### config.mk
export PLATFORM = sky130hd
export DESIGN_NAME = entity_text_tokenizer
export DESIGN_NICKNAME = d
export VERILOG_FILES = /design/src/rtl/core/ett_pkg.sv /design/src/rtl/core/ett_decode.sv /design/src/rtl/core/ett_result_fifo.sv /design/src/rtl/core/entity_text_tokenizer.sv
export SDC_FILE = /design/constraint.sdc
export NUM_CORES = 1
export LEC_CHECK = 0
export ABC_AREA = 1
export BUFFER_PORTS_ARGS = -buffer_cell sky130_fd_sc_hd__buf_2
export CAP_MARGIN = 20
export CORE_ASPECT_RATIO = 0.7
export CORE_MARGIN = 3
export CORE_UTILIZATION = 60
export CTS_CLUSTER_SIZE = 24
export DETAILED_ROUTE_END_ITERATION = 10
export PLACE_DENSITY = 0.76
export SLEW_MARGIN = 15
export SYNTH_ARGS = -nofsm -noshare
export SYNTH_HDL_FRONTEND = slang
export SYNTH_SLANG_ARGS = --single-unit
### constraint.sdc
create_clock -name clk_i -period 7.31 [get_ports clk_i]
set_input_delay 0.3655 -clock clk_i [delete_from_list [all_inputs] [get_ports clk_i]]
set_output_delay 0.3655 -clock clk_i [all_outputs]
set_load 0.02 [all_outputs]
### src/rtl/core/ett_pkg.sv
// ----------------------------------------------------------------------------
// Entity text tokenizer package
// Shared types, event codes and character constants for the tokenizer.
// ----------------------------------------------------------------------------
package ett_pkg;

  // Default depth of the result queue. It must be a power of two, at least 4.
  localparam int unsigned FIFO_DEPTH = 4;

  // Parser modes.
  typedef enum logic [2:0] {
    MODE_TOP     = 3'd0,
    MODE_BLOCK   = 3'd1,
    MODE_KEY     = 3'd2,
    MODE_KEY_ESC = 3'd3,
    MODE_MID     = 3'd4,
    MODE_VAL     = 3'd5,
    MODE_VAL_ESC = 3'd6,
    MODE_HALT    = 3'd7
  } mode_e;

  // Event kinds carried by a result.
  typedef enum logic [2:0] {
    KIND_KEY_CHAR  = 3'd0,
    KIND_KEY_END   = 3'd1,
    KIND_VAL_CHAR  = 3'd2,
    KIND_VAL_END   = 3'd3,
    KIND_ENT_BEGIN = 3'd4,
    KIND_ENT_END   = 3'd5,
    KIND_ERROR     = 3'd6,
    KIND_DONE      = 3'd7
  } kind_e;

  // Error codes.
  typedef enum logic [1:0] {
    ERR_NONE       = 2'd0,
    ERR_NO_QUOTE   = 2'd1,
    ERR_OPEN_STR   = 2'd2,
    ERR_OPEN_BLOCK = 2'd3
  } err_e;

  // Characters the parser reacts to.
  localparam logic [7:0] CH_QUOTE  = 8'h22;
  localparam logic [7:0] CH_LBRACE = 8'h7B;
  localparam logic [7:0] CH_RBRACE = 8'h7D;
  localparam logic [7:0] CH_BSLASH = 8'h5C;
  localparam logic [7:0] CH_N      = 8'h6E;
  localparam logic [7:0] CH_T      = 8'h74;
  localparam logic [7:0] CH_NL     = 8'h0A;
  localparam logic [7:0] CH_TAB    = 8'h09;
  localparam logic [7:0] CH_SPACE  = 8'h20;
  localparam logic [7:0] CH_CR     = 8'h0D;

  // One result as it sits in the queue.
  typedef struct packed {
    kind_e      kind;
    logic [7:0] ch;
    err_e       code;
    logic       last_res;
  } result_t;

  // Everything the decoder produces for one byte.
  typedef struct packed {
    mode_e      next_mode;
    logic [1:0] num;
    result_t    res0;
    result_t    res1;
  } dec_t;

endpackage

### src/rtl/core/ett_decode.sv
// ----------------------------------------------------------------------------
// Entity text tokenizer byte decoder
// Works out the next parser mode and up to two results for one byte.
// ----------------------------------------------------------------------------
module ett_decode
  import ett_pkg::*;
(
  input  mode_e      mode_i,
  input  logic [7:0] byte_i,
  input  logic       last_i,
  output dec_t       dec_o
);

  function automatic logic is_space(input logic [7:0] b);
    is_space = (b == CH_SPACE) || ((b >= CH_TAB) && (b <= CH_CR));
  endfunction

  function automatic logic [7:0] unescape(input logic [7:0] b);
    if (b == CH_N) begin
      unescape = CH_NL;
    end else if (b == CH_T) begin
      unescape = CH_TAB;
    end else begin
      unescape = b;
    end
  endfunction

  mode_e      nm;
  err_e       err;
  logic       has_ev;
  kind_e      ev_kind;
  logic [7:0] ev_ch;
  result_t    prim;
  result_t    done_res;

  // Per-mode reaction to the byte.
  always_comb begin
    nm      = mode_i;
    err     = ERR_NONE;
    has_ev  = 1'b0;
    ev_kind = KIND_KEY_CHAR;
    ev_ch   = 8'h00;
    case (mode_i)
      MODE_TOP: begin
        if (byte_i == CH_LBRACE) begin
          has_ev  = 1'b1;
          ev_kind = KIND_ENT_BEGIN;
          nm      = MODE_BLOCK;
        end
      end
      MODE_BLOCK: begin
        if (is_space(byte_i)) begin
          nm = MODE_BLOCK;
        end else if (byte_i == CH_RBRACE) begin
          has_ev  = 1'b1;
          ev_kind = KIND_ENT_END;
          nm      = MODE_TOP;
        end else if (byte_i == CH_QUOTE) begin
          nm = MODE_KEY;
        end else begin
          err = ERR_NO_QUOTE;
        end
      end
      MODE_KEY: begin
        if (byte_i == CH_QUOTE) begin
          has_ev  = 1'b1;
          ev_kind = KIND_KEY_END;
          nm      = MODE_MID;
        end else if (byte_i == CH_BSLASH) begin
          nm = MODE_KEY_ESC;
        end else begin
          has_ev  = 1'b1;
          ev_kind = KIND_KEY_CHAR;
          ev_ch   = byte_i;
        end
      end
      MODE_KEY_ESC: begin
        has_ev  = 1'b1;
        ev_kind = KIND_KEY_CHAR;
        ev_ch   = unescape(byte_i);
        nm      = MODE_KEY;
      end
      MODE_MID: begin
        if (is_space(byte_i)) begin
          nm = MODE_MID;
        end else if (byte_i == CH_QUOTE) begin
          nm = MODE_VAL;
        end else begin
          err = ERR_NO_QUOTE;
        end
      end
      MODE_VAL: begin
        if (byte_i == CH_QUOTE) begin
          has_ev  = 1'b1;
          ev_kind = KIND_VAL_END;
          nm      = MODE_BLOCK;
        end else if (byte_i == CH_BSLASH) begin
          nm = MODE_VAL_ESC;
        end else begin
          has_ev  = 1'b1;
          ev_kind = KIND_VAL_CHAR;
          ev_ch   = byte_i;
        end
      end
      MODE_VAL_ESC: begin
        has_ev  = 1'b1;
        ev_kind = KIND_VAL_CHAR;
        ev_ch   = unescape(byte_i);
        nm      = MODE_VAL;
      end
      default: begin
        nm = mode_i;
      end
    endcase

    if (err != ERR_NONE) begin
      nm = MODE_HALT;
    end

    // At the end of the text an open string, pair or block is an error.
    if (last_i && (err == ERR_NONE)) begin
      if (nm inside {MODE_KEY, MODE_KEY_ESC, MODE_VAL, MODE_VAL_ESC}) begin
        err = ERR_OPEN_STR;
      end else if (nm == MODE_MID) begin
        err = ERR_NO_QUOTE;
      end else if (nm == MODE_BLOCK) begin
        err = ERR_OPEN_BLOCK;
      end
    end
  end

  // Assemble the results: the byte's own event or error, then text done.
  always_comb begin
    if (err != ERR_NONE) begin
      prim.kind = KIND_ERROR;
      prim.ch   = 8'h00;
      prim.code = err;
    end else begin
      prim.kind = ev_kind;
      prim.ch   = ev_ch;
      prim.code = ERR_NONE;
    end
    prim.last_res = !last_i;

    done_res.kind     = KIND_DONE;
    done_res.ch       = 8'h00;
    done_res.code     = ERR_NONE;
    done_res.last_res = 1'b1;

    dec_o.next_mode = last_i ? MODE_TOP : nm;
    dec_o.res1      = done_res;
    if ((err != ERR_NONE) || has_ev) begin
      dec_o.res0 = prim;
      dec_o.num  = last_i ? 2'd2 : 2'd1;
    end else begin
      dec_o.res0 = done_res;
      dec_o.num  = last_i ? 2'd1 : 2'd0;
    end
  end

endmodule

### src/rtl/core/ett_result_fifo.sv
// ----------------------------------------------------------------------------
// Entity text tokenizer result queue
// Small register queue that takes up to two results a cycle and gives one.
// ----------------------------------------------------------------------------
module ett_result_fifo
  import ett_pkg::*;
#(
  parameter int unsigned Depth = FIFO_DEPTH
) (
  input  logic    clk_i,
  input  logic    rst_ni,
  input  logic    push_i,
  input  dec_t    dec_i,
  output logic    room_o,
  output logic    valid_o,
  input  logic    ready_i,
  output result_t head_o
);

  localparam int unsigned PtrW = $clog2(Depth);
  localparam int unsigned CntW = $clog2(Depth + 1);
  localparam logic [CntW-1:0] RoomMax = CntW'(Depth - 2);

  result_t         mem_q [Depth];
  logic [PtrW-1:0] wr_ptr_q, wr_ptr_d;
  logic [PtrW-1:0] rd_ptr_q, rd_ptr_d;
  logic [CntW-1:0] cnt_q, cnt_d;
  logic [1:0]      push_num;
  logic            pop;
  logic [PtrW-1:0] wr_ptr_nx;

  assign push_num  = push_i ? dec_i.num : 2'd0;
  assign pop       = valid_o && ready_i;
  assign wr_ptr_nx = wr_ptr_q + PtrW'(1);
  assign valid_o   = (cnt_q != '0);
  assign room_o    = (cnt_q <= RoomMax);
  assign head_o    = mem_q[rd_ptr_q];

  // Pointer and fill count update.
  always_comb begin
    wr_ptr_d = wr_ptr_q + PtrW'(push_num);
    rd_ptr_d = rd_ptr_q + PtrW'(pop);
    cnt_d    = cnt_q + CntW'(push_num) - CntW'(pop);
  end

  always_ff @(posedge clk_i or negedge rst_ni) begin
    if (!rst_ni) begin
      wr_ptr_q <= '0;
      rd_ptr_q <= '0;
      cnt_q    <= '0;
    end else begin
      wr_ptr_q <= wr_ptr_d;
      rd_ptr_q <= rd_ptr_d;
      cnt_q    <= cnt_d;
    end
  end

  // Result storage: one or two entries written per cycle, when results are pushed.
  always_ff @(posedge clk_i) begin
    if (push_num != 2'd0) begin
      mem_q[wr_ptr_q] <= dec_i.res0;
    end
    if (push_num == 2'd2) begin
      mem_q[wr_ptr_nx] <= dec_i.res1;
    end
  end

endmodule

### src/rtl/core/entity_text_tokenizer.sv
// ----------------------------------------------------------------------------
// Entity text tokenizer
// Turns entity text, one byte a request, into key, value and entity events.
// ----------------------------------------------------------------------------
// Usage:
//   Bytes arrive on the input channel (in_valid_i / in_ready_o) with in_last_i
//   set on the final byte of each text. Events leave on the output channel
//   (out_valid_o / out_ready_i), one result per request; out_final_o marks the
//   last result caused by a byte. A byte may cause no result, one, or two
//   (its event or error followed by text done on the final byte).
//   A byte taken into the input register is decoded and written to the result
//   queue once the queue has room for its results, and its first result is
//   then offered from the head of the queue.
//   Throughput: one byte per cycle while each byte causes at most one result
//   and the receiver takes results; the output port gives one result a cycle,
//   so the two results of a final byte leave one after the other. The input
//   register advances only when the result queue has room for two results.
//   Reset clears the parser mode to top level and empties both stages.
//   When the receiver stalls, the queue fills and in_ready_o falls; nothing is
//   lost and results keep their order.
// ----------------------------------------------------------------------------
module entity_text_tokenizer
  import ett_pkg::*;
#(
  parameter int unsigned FifoDepth = FIFO_DEPTH
) (
  input  logic       clk_i,
  input  logic       rst_ni,
  input  logic       in_valid_i,
  output logic       in_ready_o,
  input  logic [7:0] in_byte_i,
  input  logic       in_last_i,
  output logic       out_valid_o,
  input  logic       out_ready_i,
  output logic [2:0] out_kind_o,
  output logic [7:0] out_char_o,
  output logic [1:0] error_code_o,
  output logic       out_final_o
);

  logic       stg_valid_q;
  logic [7:0] stg_byte_q;
  logic       stg_last_q;
  mode_e      mode_q;
  dec_t       dec;
  logic       room;
  logic       advance;
  result_t    head;

  // The input register moves on when the queue can hold its results.
  assign advance    = stg_valid_q && room;
  assign in_ready_o = !stg_valid_q || advance;

  always_ff @(posedge clk_i or negedge rst_ni) begin
    if (!rst_ni) begin
      stg_valid_q <= 1'b0;
      mode_q      <= MODE_TOP;
    end else begin
      if (in_ready_o) begin
        stg_valid_q <= in_valid_i;
      end
      if (advance) begin
        mode_q <= dec.next_mode;
      end
    end
  end

  // Input payload register.
  always_ff @(posedge clk_i) begin
    if (in_valid_i && in_ready_o) begin
      stg_byte_q <= in_byte_i;
      stg_last_q <= in_last_i;
    end
  end

  ett_decode u_decode (
    .mode_i (mode_q),
    .byte_i (stg_byte_q),
    .last_i (stg_last_q),
    .dec_o  (dec)
  );

  ett_result_fifo #(
    .Depth (FifoDepth)
  ) u_fifo (
    .clk_i   (clk_i),
    .rst_ni  (rst_ni),
    .push_i  (advance),
    .dec_i   (dec),
    .room_o  (room),
    .valid_o (out_valid_o),
    .ready_i (out_ready_i),
    .head_o  (head)
  );

  assign out_kind_o   = head.kind;
  assign out_char_o   = head.ch;
  assign error_code_o = head.code;
  assign out_final_o  = head.last_res;

endmodule

==> results of run 1 <==
## state kept, by name, summed over array words and instances (netlist names)
signal and cells:
stg_valid_q 1, stg_last_q 1, u_fifo.wr_ptr_q 2, stg_byte_q 8, u_fifo.mem_q 56, u_fifo.rd_ptr_q 2
mode_q 3, u_fifo.cnt_q 3
## metal layers
| metal | GRT usage, % | vias up | wire (microns) | share of wire (%) |
|---|---|---|---|---|
| met5 | 0 | - | 0 | 0 |
| met4 | 6.405 | 0 | 131 | 1.4 |
| met3 | 6.641 | 15 | 729 | 7.8 |
| met2 | 39.38 | 132 | 3970 | 42 |
| met1 | 39.94 | 1661 | 4531 | 48 |
| li1 | - | 1762 | - | - |
## power groups by stage
stage / combinational (uW) / sequential (uW) / clock (uW)
after global routing: 1230 / 838 / 397
final: 1080 / 813 / 371
after detailed placement: 1070 / 812 / 0
after floorplan: 865 / 745 / 0
after CTS: 1080 / 807 / 374
after global placement: 1040 / 807 / 0
## metrics by stage
step / instances / total power [uW] / worst slack, ns / hold WS, ns
4_1_cts: 612 / 2257 / 2.918 / 0.1852
5_1_grt: 612 / 2469 / 2.778 / 0.1802
3_5_place_dp: 595 / 1877 / 2.929 / 0.2401
6_report: 612 / 2267 / 3.190 / 0.1926
2_1_floorplan: 507 / 1610 / 4.120 / 0.06991
3_3_place_gp: 595 / 1847 / 3.171 / 0.2427
## final cells by class
cell class	count	area, sq um	share of cell area, %
Inverter	61	229.0	5.314
Clock buffer	13	191.4	4.443
Timing Repair Buffer	32	172.7	4.007
Tap cell	75	93.84	2.178
Clock inverter	3	47.55	1.103
Multi-Input combinational cell	352	1908	44.28
Sequential cell	76	1667	38.68
## worst max-delay path, delay by kind of cell (launching register included)
family	cells	cell delay (ns)
and+or+nand+nor	11	2.14
AOI/OAI and AO/OA	4	0.61
DFF	1	0.47
buffers and inverters	4	0.46
adders and majority gates	1	0.32
## worst max path at each step
stage | startpoint | end | slack, ns | depth (start not counted)
3_5_place_dp | stg_byte_q[1] | u_fifo.mem_q[0][0] | 2.93 | 20
4_1_cts | stg_byte_q[1] | u_fifo.mem_q[0][0] | 2.92 | 20
2_1_floorplan | stg_byte_q[1] | u_fifo.cnt_q[2] | 4.12 | 21
3_3_place_gp | stg_byte_q[1] | u_fifo.mem_q[0][1] | 3.17 | 20
5_1_grt | stg_byte_q[1] | u_fifo.mem_q[0][0] | 2.78 | 20
6_report | stg_byte_q[1] | u_fifo.mem_q[0][0] | 3.19 | 20
## cells in the final DEF (no fill, tap or decap), types with 2 or more instances in the layout
master     count
nand4_1       13
clkbuf_8      10
dfrtp_1       11
inv_1         46
nor2_1        65
nand3_1       14
nand2_1       56
clkbuf_16      2
buf_4          3
a21oi_1       52
o21ai_0       82
edfxtp_1       9
nor3_4         5
a21oi_2        5
nand2_2        5
o22ai_1       15
nor3_1         2
dfxtp_1       56
ha_1           7
nor3_2         3
xor2_1         4
nand2_4        3
nand3_2        3
inv_2         14
buf_2         28
nor2_2         7
## kinds of logic (layout without fill, tap and decap cells)
family          count (synthesis)  after routing  share of synthesized area [%]
xor+xnor                        5              5                          1.125
fa+ha+maj                       8              8                          2.764
compound gates                158            158                          21.50
simple gates                  181            181                          23.47
flops                          76             76                          42.82
buf+inv                        79            109                          8.325
==> reports/metrics.cfg, run 1 <==
[outcome]
status=finished clean

[cts]
postCtsHoldBufs=1
clk_latency_ns=0.35
cts_max_path_buffers=2
cts_resized=0
cts_tree=yes
clockRootBuffer=clkbuf_8
clock_sinks=76
cts_buffers=9
cts_setup_buffers=0
htreeDepth=3
clkTransAtPathRegs_ns=0.08

[logic_synthesis]
synth_fp_nets=528
synth.avg_cell_area_sq_um=7.677
synth_common_cells=o21ai_0, nor2_1, dfxtp_1, nand2_1, a21oi_1
synth.most_common_cell=o21ai_0
netlist_area_sq_um=3892
synthCells=507
ys_warn_count=0
synth_top_area_cell=dfxtp_1
yosysSeqAreaShare_pct=42.82
synth.distinct_cells=37
synth_edf_count=9
synth_ff_type=dfxtp_1
synth_area_leaders=dfxtp_1, o21ai_0, dfrtp_1, edfxtp_1, a21oi_1
yosys.area.top_type_share_pct=28.80
async_reset_ff_share_pct=14.47
synth_seq_cells=76

[route]
remaining_drc_errors=0
dr.pass1.iters=5
num_vias=3570
ant_nets=0
avgRoutedWirePerCell_microns=15.30
wl_microns=9364
vias_per_cell=5.833
initialDrtViolationCount=363

[finish]
n_fill_cell=500
nets=553
antennaDiodeCount=0
fin_area_sq_um=4309
synthToLayoutAreaGrowth_pct=10.70
utilization_pct=71.99
drive_gt1_share_pct=17.32

[power]
vdd_drop_max_mv=0.3580
power.net_switching_uw=1031
p_sw_share_pct=45.47
p_comb_share_pct=47.8
p_int_uw=1236
p_leak_uw=0.001915
p_clk_share_pct=16.4
power_frac_seq_pct=35.9
p_per_area_nw_per_um2=526.0

[place]
gp_congestion=1.041
place_area_sq_um=4054
portBuffers=28
dp_hpwl_microns=6667

[worst_setup_path]
required_ns=7.54
start_kind=flop
path_class=flop to flop
crit_slowest_cell=nor3_4
rrSetupSlack_ns=3.19
end_kind=flop
crit_fanout=23
worstReg2RegStart=stg_byte_q[1]
worstPathCellList=nor2_2 > o21ai_0 > a21oi_2 > nand3_2 > nand2_1 > inv_1 > nand2_1 > nand2_1 > nand2_4 > nand2_4 > inv_2 > nand3_1 > ha_1 > inv_1 > nor2_1 > nor2_1 > nor3_4 > inv_1 > a21oi_1 > o21ai_0
critPathMaxStageDelay_ns=0.59
cp.arrival_ns=4.34
worstReg2RegEnd=u_fifo.mem_q[0][0]
rr_worst_depth=20

[hold_path]
min_to=stg_byte_q[5]
min_path_cells=1
hp-class=input port to flop
worstHoldStart=in_byte_i[5]

[die]
die_area_sq_um=7506
die_height_microns=73.39
die_x_microns=102.3
core_sq_um=5986
start_util_pct=65.03
ios=29
placementRows=23

[global_route]
antenna_found_initial=0
grt_use_total_pct=26.87
grt_max_degree=31
grt_pass1_vias=3229
grt_pass1_wl_microns=15710
overflow=0

[sta]
min_period_ns=4.120
finalMaxSlewViolations=0
tightest_slew_ns=0.9484
slew_headroom_pct=36.77
finalSetupViolCount=0
setup_tns_ns=0
rsz0062_at_grt=false
hold_viol=0
clock.fmax_ghz=0.2427
period_share_pct=56.36
clock_skew_ns=0.007725

[flow_run]
maxCapViolations=0

(Power assumes the default switching activity.)
==> inputs of run 2 (changes only) <==
--- a/config.mk
+++ b/config.mk
@@ -5,15 +5,15 @@
 export SDC_FILE = /design/constraint.sdc
 export NUM_CORES = 1
 export LEC_CHECK = 0
-export ABC_AREA = 1
+export ABC_AREA = 0
 export BUFFER_PORTS_ARGS = -buffer_cell sky130_fd_sc_hd__buf_2
 export CAP_MARGIN = 20
 export CORE_ASPECT_RATIO = 0.7
 export CORE_MARGIN = 3
-export CORE_UTILIZATION = 60
+export CORE_UTILIZATION = 59
 export CTS_CLUSTER_SIZE = 24
 export DETAILED_ROUTE_END_ITERATION = 10
-export PLACE_DENSITY = 0.76
+export PLACE_DENSITY = 0.75
 export SLEW_MARGIN = 15
 export SYNTH_ARGS = -nofsm -noshare
 export SYNTH_HDL_FRONTEND = slang
==> constraint.sdc (replaced) <==
create_clock -name clk_i -period 3.8 [get_ports clk_i]
set_input_delay 0.19 -clock clk_i [delete_from_list [all_inputs] [get_ports clk_i]]
set_output_delay 0.19 -clock clk_i [all_outputs]
set_load 0.02 [all_outputs]
==> reports/metrics.cfg, run 2 <==
[outcome]
status=finished clean

[route]
avgRoutedWirePerCell_microns=19.05  ; +24%
num_vias=3062  ; -14%
dr.pass1.iters=5  ; unchanged
initialDrtViolationCount=237  ; -35%
vias_per_cell=6.460  ; +11%
wl_microns=9028  ; -3.6%
ant_nets=0  ; unchanged
remaining_drc_errors=0  ; unchanged

[hold_path]
hp-class=input port to flop

[logic_synthesis]
synth_area_leaders=dfxtp_1, a32o_1, mux4_2, dfrtp_1, edfxtp_1
synth_fp_nets=365  ; -31%
synthCells=344  ; -32%
synth_common_cells=dfxtp_1, a32o_1, nor2_1
synth_edf_count=9  ; unchanged
yosysSeqAreaShare_pct=45.90  ; +3.1 points
ys_warn_count=0  ; unchanged
synth_top_area_cell=dfxtp_1
synth_ff_type=dfxtp_1
async_reset_ff_share_pct=14.47  ; unchanged
synth.distinct_cells=53  ; +43%
yosys.area.top_type_share_pct=30.88  ; +2.1 points
synth.avg_cell_area_sq_um=10.56  ; +37%
netlist_area_sq_um=3631  ; -6.7%
synth.most_common_cell=dfxtp_1
synth_seq_cells=76  ; unchanged

[die]
die_x_microns=99.77  ; -2.4%
core_sq_um=5842  ; -2.4%
die_area_sq_um=7147  ; -4.8%
placementRows=23  ; unchanged
start_util_pct=62.15  ; -2.9 points
ios=29  ; unchanged
die_height_microns=71.64  ; -2.4%

[global_route]
grt_use_total_pct=26.68  ; -0.18 points
antenna_found_initial=0  ; unchanged
grt_max_degree=41  ; +32%
overflow=0  ; unchanged
grt_pass1_wl_microns=14790  ; -5.9%
grt_pass1_vias=2922  ; -9.5%

[finish]
final_common_cell=dfxtp_1
fin_area_sq_um=4293  ; -0.38%
max_flop_register=u_fifo.mem_q
largest_reg_flops=56  ; unchanged
largestRegisters=u_fifo.mem_q (56), stg_byte_q (8)
nets=415  ; -25%
utilization_pct=73.48  ; +1.5 points
antennaDiodeCount=0  ; unchanged
layout_common_cells=dfxtp_1, a32o_1, buf_4
synthToLayoutAreaGrowth_pct=18.23
n_fill_cell=426  ; -15%
drive_gt1_share_pct=29.32  ; +12 points

[cts]
htreeDepth=3  ; unchanged
cts_buffers=9  ; unchanged
clk_latency_ns=0.35  ; about the same
cts_tree=yes
clockRootBuffer=clkbuf_8
clkTransAtPathRegs_ns=0.08  ; about the same
cts_max_path_buffers=2  ; unchanged
clock_sinks=76  ; unchanged

[worst_setup_path]
worstPathCellList=nor4_4 > nand3_4 > o22ai_2 > and4b_4 > or3_4 > nand3_2 > nand4_1 > ha_4 > and3_4 > ha_4 > inv_2 > fa_2 > xor2_2 > xnor2_1
path_common_cell=ha_4
path_delay_family=simple AND/OR/NAND/NOR gates
crit_fanout=7  ; -70%
path_class=flop to flop
critPathMaxStageDelay_ns=0.49  ; -0.10 ns
cp.arrival_ns=3.97  ; -0.37 ns
crit_slowest_cell=edfxtp_1
end_kind=flop
start_kind=flop
required_ns=4.04  ; -3.50 ns
cp.buffers_inverters=1  ; -3

[power]
vdd_drop_max_mv=0.6593  ; +84%
p_total_uw=4170  ; +84%
p_per_area_nw_per_um2=971.4  ; +85%
p_leak_uw=0.001704  ; -11%

[sta]
tightest_slew_ns=0.8575  ; -0.09088 ns
clock_skew_ns=0.008753  ; +0.001029 ns
min_period_ns=3.731  ; -0.3890 ns
setup_tns_ns=0  ; unchanged
finalSetupViolCount=0  ; unchanged
rsz0062_at_grt=true
clock.fmax_ghz=0.2680  ; +10%
hold_viol=0  ; unchanged
period_share_pct=98.18  ; +42 points
finalMaxSlewViolations=0  ; unchanged
slew_headroom_pct=42.83  ; +6.1 points

[flow_run]
maxCapViolations=0  ; unchanged

[place]
gp_congestion=0.8637  ; -17%
place_area_sq_um=3959  ; -2.3%
portBuffers=28  ; unchanged
dp_hpwl_microns=6263  ; -6.1%

[run 2: metrics by stage]
stage	std cells	hold slack (ns)	setup WS, ns
2_1_floorplan	344	-0.1056	0.008022
3_5_place_dp	449	0.07530	0.009597
3_3_place_gp	449	0.07090	0.1286
5_1_grt	474	0.002229	-0.1134
6_report	474	0.01362	0.06904
4_1_cts	467	0.004213	0.02940
[run 2: cell families after synthesis]
kind of cell / Yosys count / share of synthesized area (%)
and+or+nand+nor: 109 / 16.61
AOI/OAI and AO/OA: 98 / 20.43
DFF: 76 / 45.90
buffers and inverters: 32 / 3.721
muxes: 14 / 8.684
adders and majority gates: 8 / 2.963
xor gates and xnor gates: 7 / 1.689
[run 2: path summary, 6_finish.rpt]
| path | from | end | slack (ns) | depth (start not counted) |
|---|---|---|---|---|
| setup / recovery | stg_byte_q[6] | u_fifo.cnt_q[2] | 0.07 | 14 |
| hold / removal | in_byte_i[0] | stg_byte_q[0] | 0.01 | 1 |
| setup reg to reg | stg_byte_q[6] | u_fifo.cnt_q[2] | 0.07 | 14 |
| hold reg to reg | u_fifo.mem_q[0][2] | u_fifo.mem_q[0][2] | 0.46 | 2 |
| max in group asynchronous | rst_ni | mode_q[1] | 3.36 | 2 |
| min in group asynchronous | rst_ni | u_fifo.rd_ptr_q[1] | 0.23 | 2 |
[run 2: layout make-up]
class                      count  area [sq um]  area share [%]
inverter                       9         33.78          0.7869
timing repair buffer          62         402.9           9.385
tap                           75         93.84           2.186
multi-input combinational    236          1928           44.91
sequential                    76          1667           38.82
clock buffer                  12         145.1           3.381
clock inverter                 4         22.52          0.5246
[run 2: what timing repair did]
action / 4_1_cts / 5_1_grt
endpoints found under the hold margin: 12 / 1
buffers inserted: 0 / 6
gates resized for setup: 2 / 19
setup endpoints to repair: 4 / 38
pin swaps: 1 / 9
hold buffers: 2 / 1
[run 2: metal layers]
layer	up-vias	wire, microns	share of wire (%)	GRT usage [%]
li1	1416	-	-	-
met1	1482	3995	44	37.87
met2	135	4034	45	38.95
met3	29	698	7.7	6.128
met4	0	299	3.3	12.42
met5	-	0	0	0
[run 2: power breakdown]
| part | switching (uW) | internal [uW] | leakage [uW] |
|---|---|---|---|
| Combinational | 1150 | 962 | 0.000937 |
| Sequential | 328 | 1180 | 0.000676 |
| Clock | 297 | 254 | 0.0000910 |
[run 2: worst reg2reg max path, cell delays in order (launching register included)]
cell and delay [ns]:
edfxtp_1 0.49, nor4_4 0.41, nand3_4 0.16, o22ai_2 0.19, and4b_4 0.25, or3_4 0.39, nand3_2 0.09, nand4_1 0.20
ha_4 0.38, and3_4 0.20, ha_4 0.13, inv_2 0.04, fa_2 0.39, xor2_2 0.19, xnor2_1 0.12
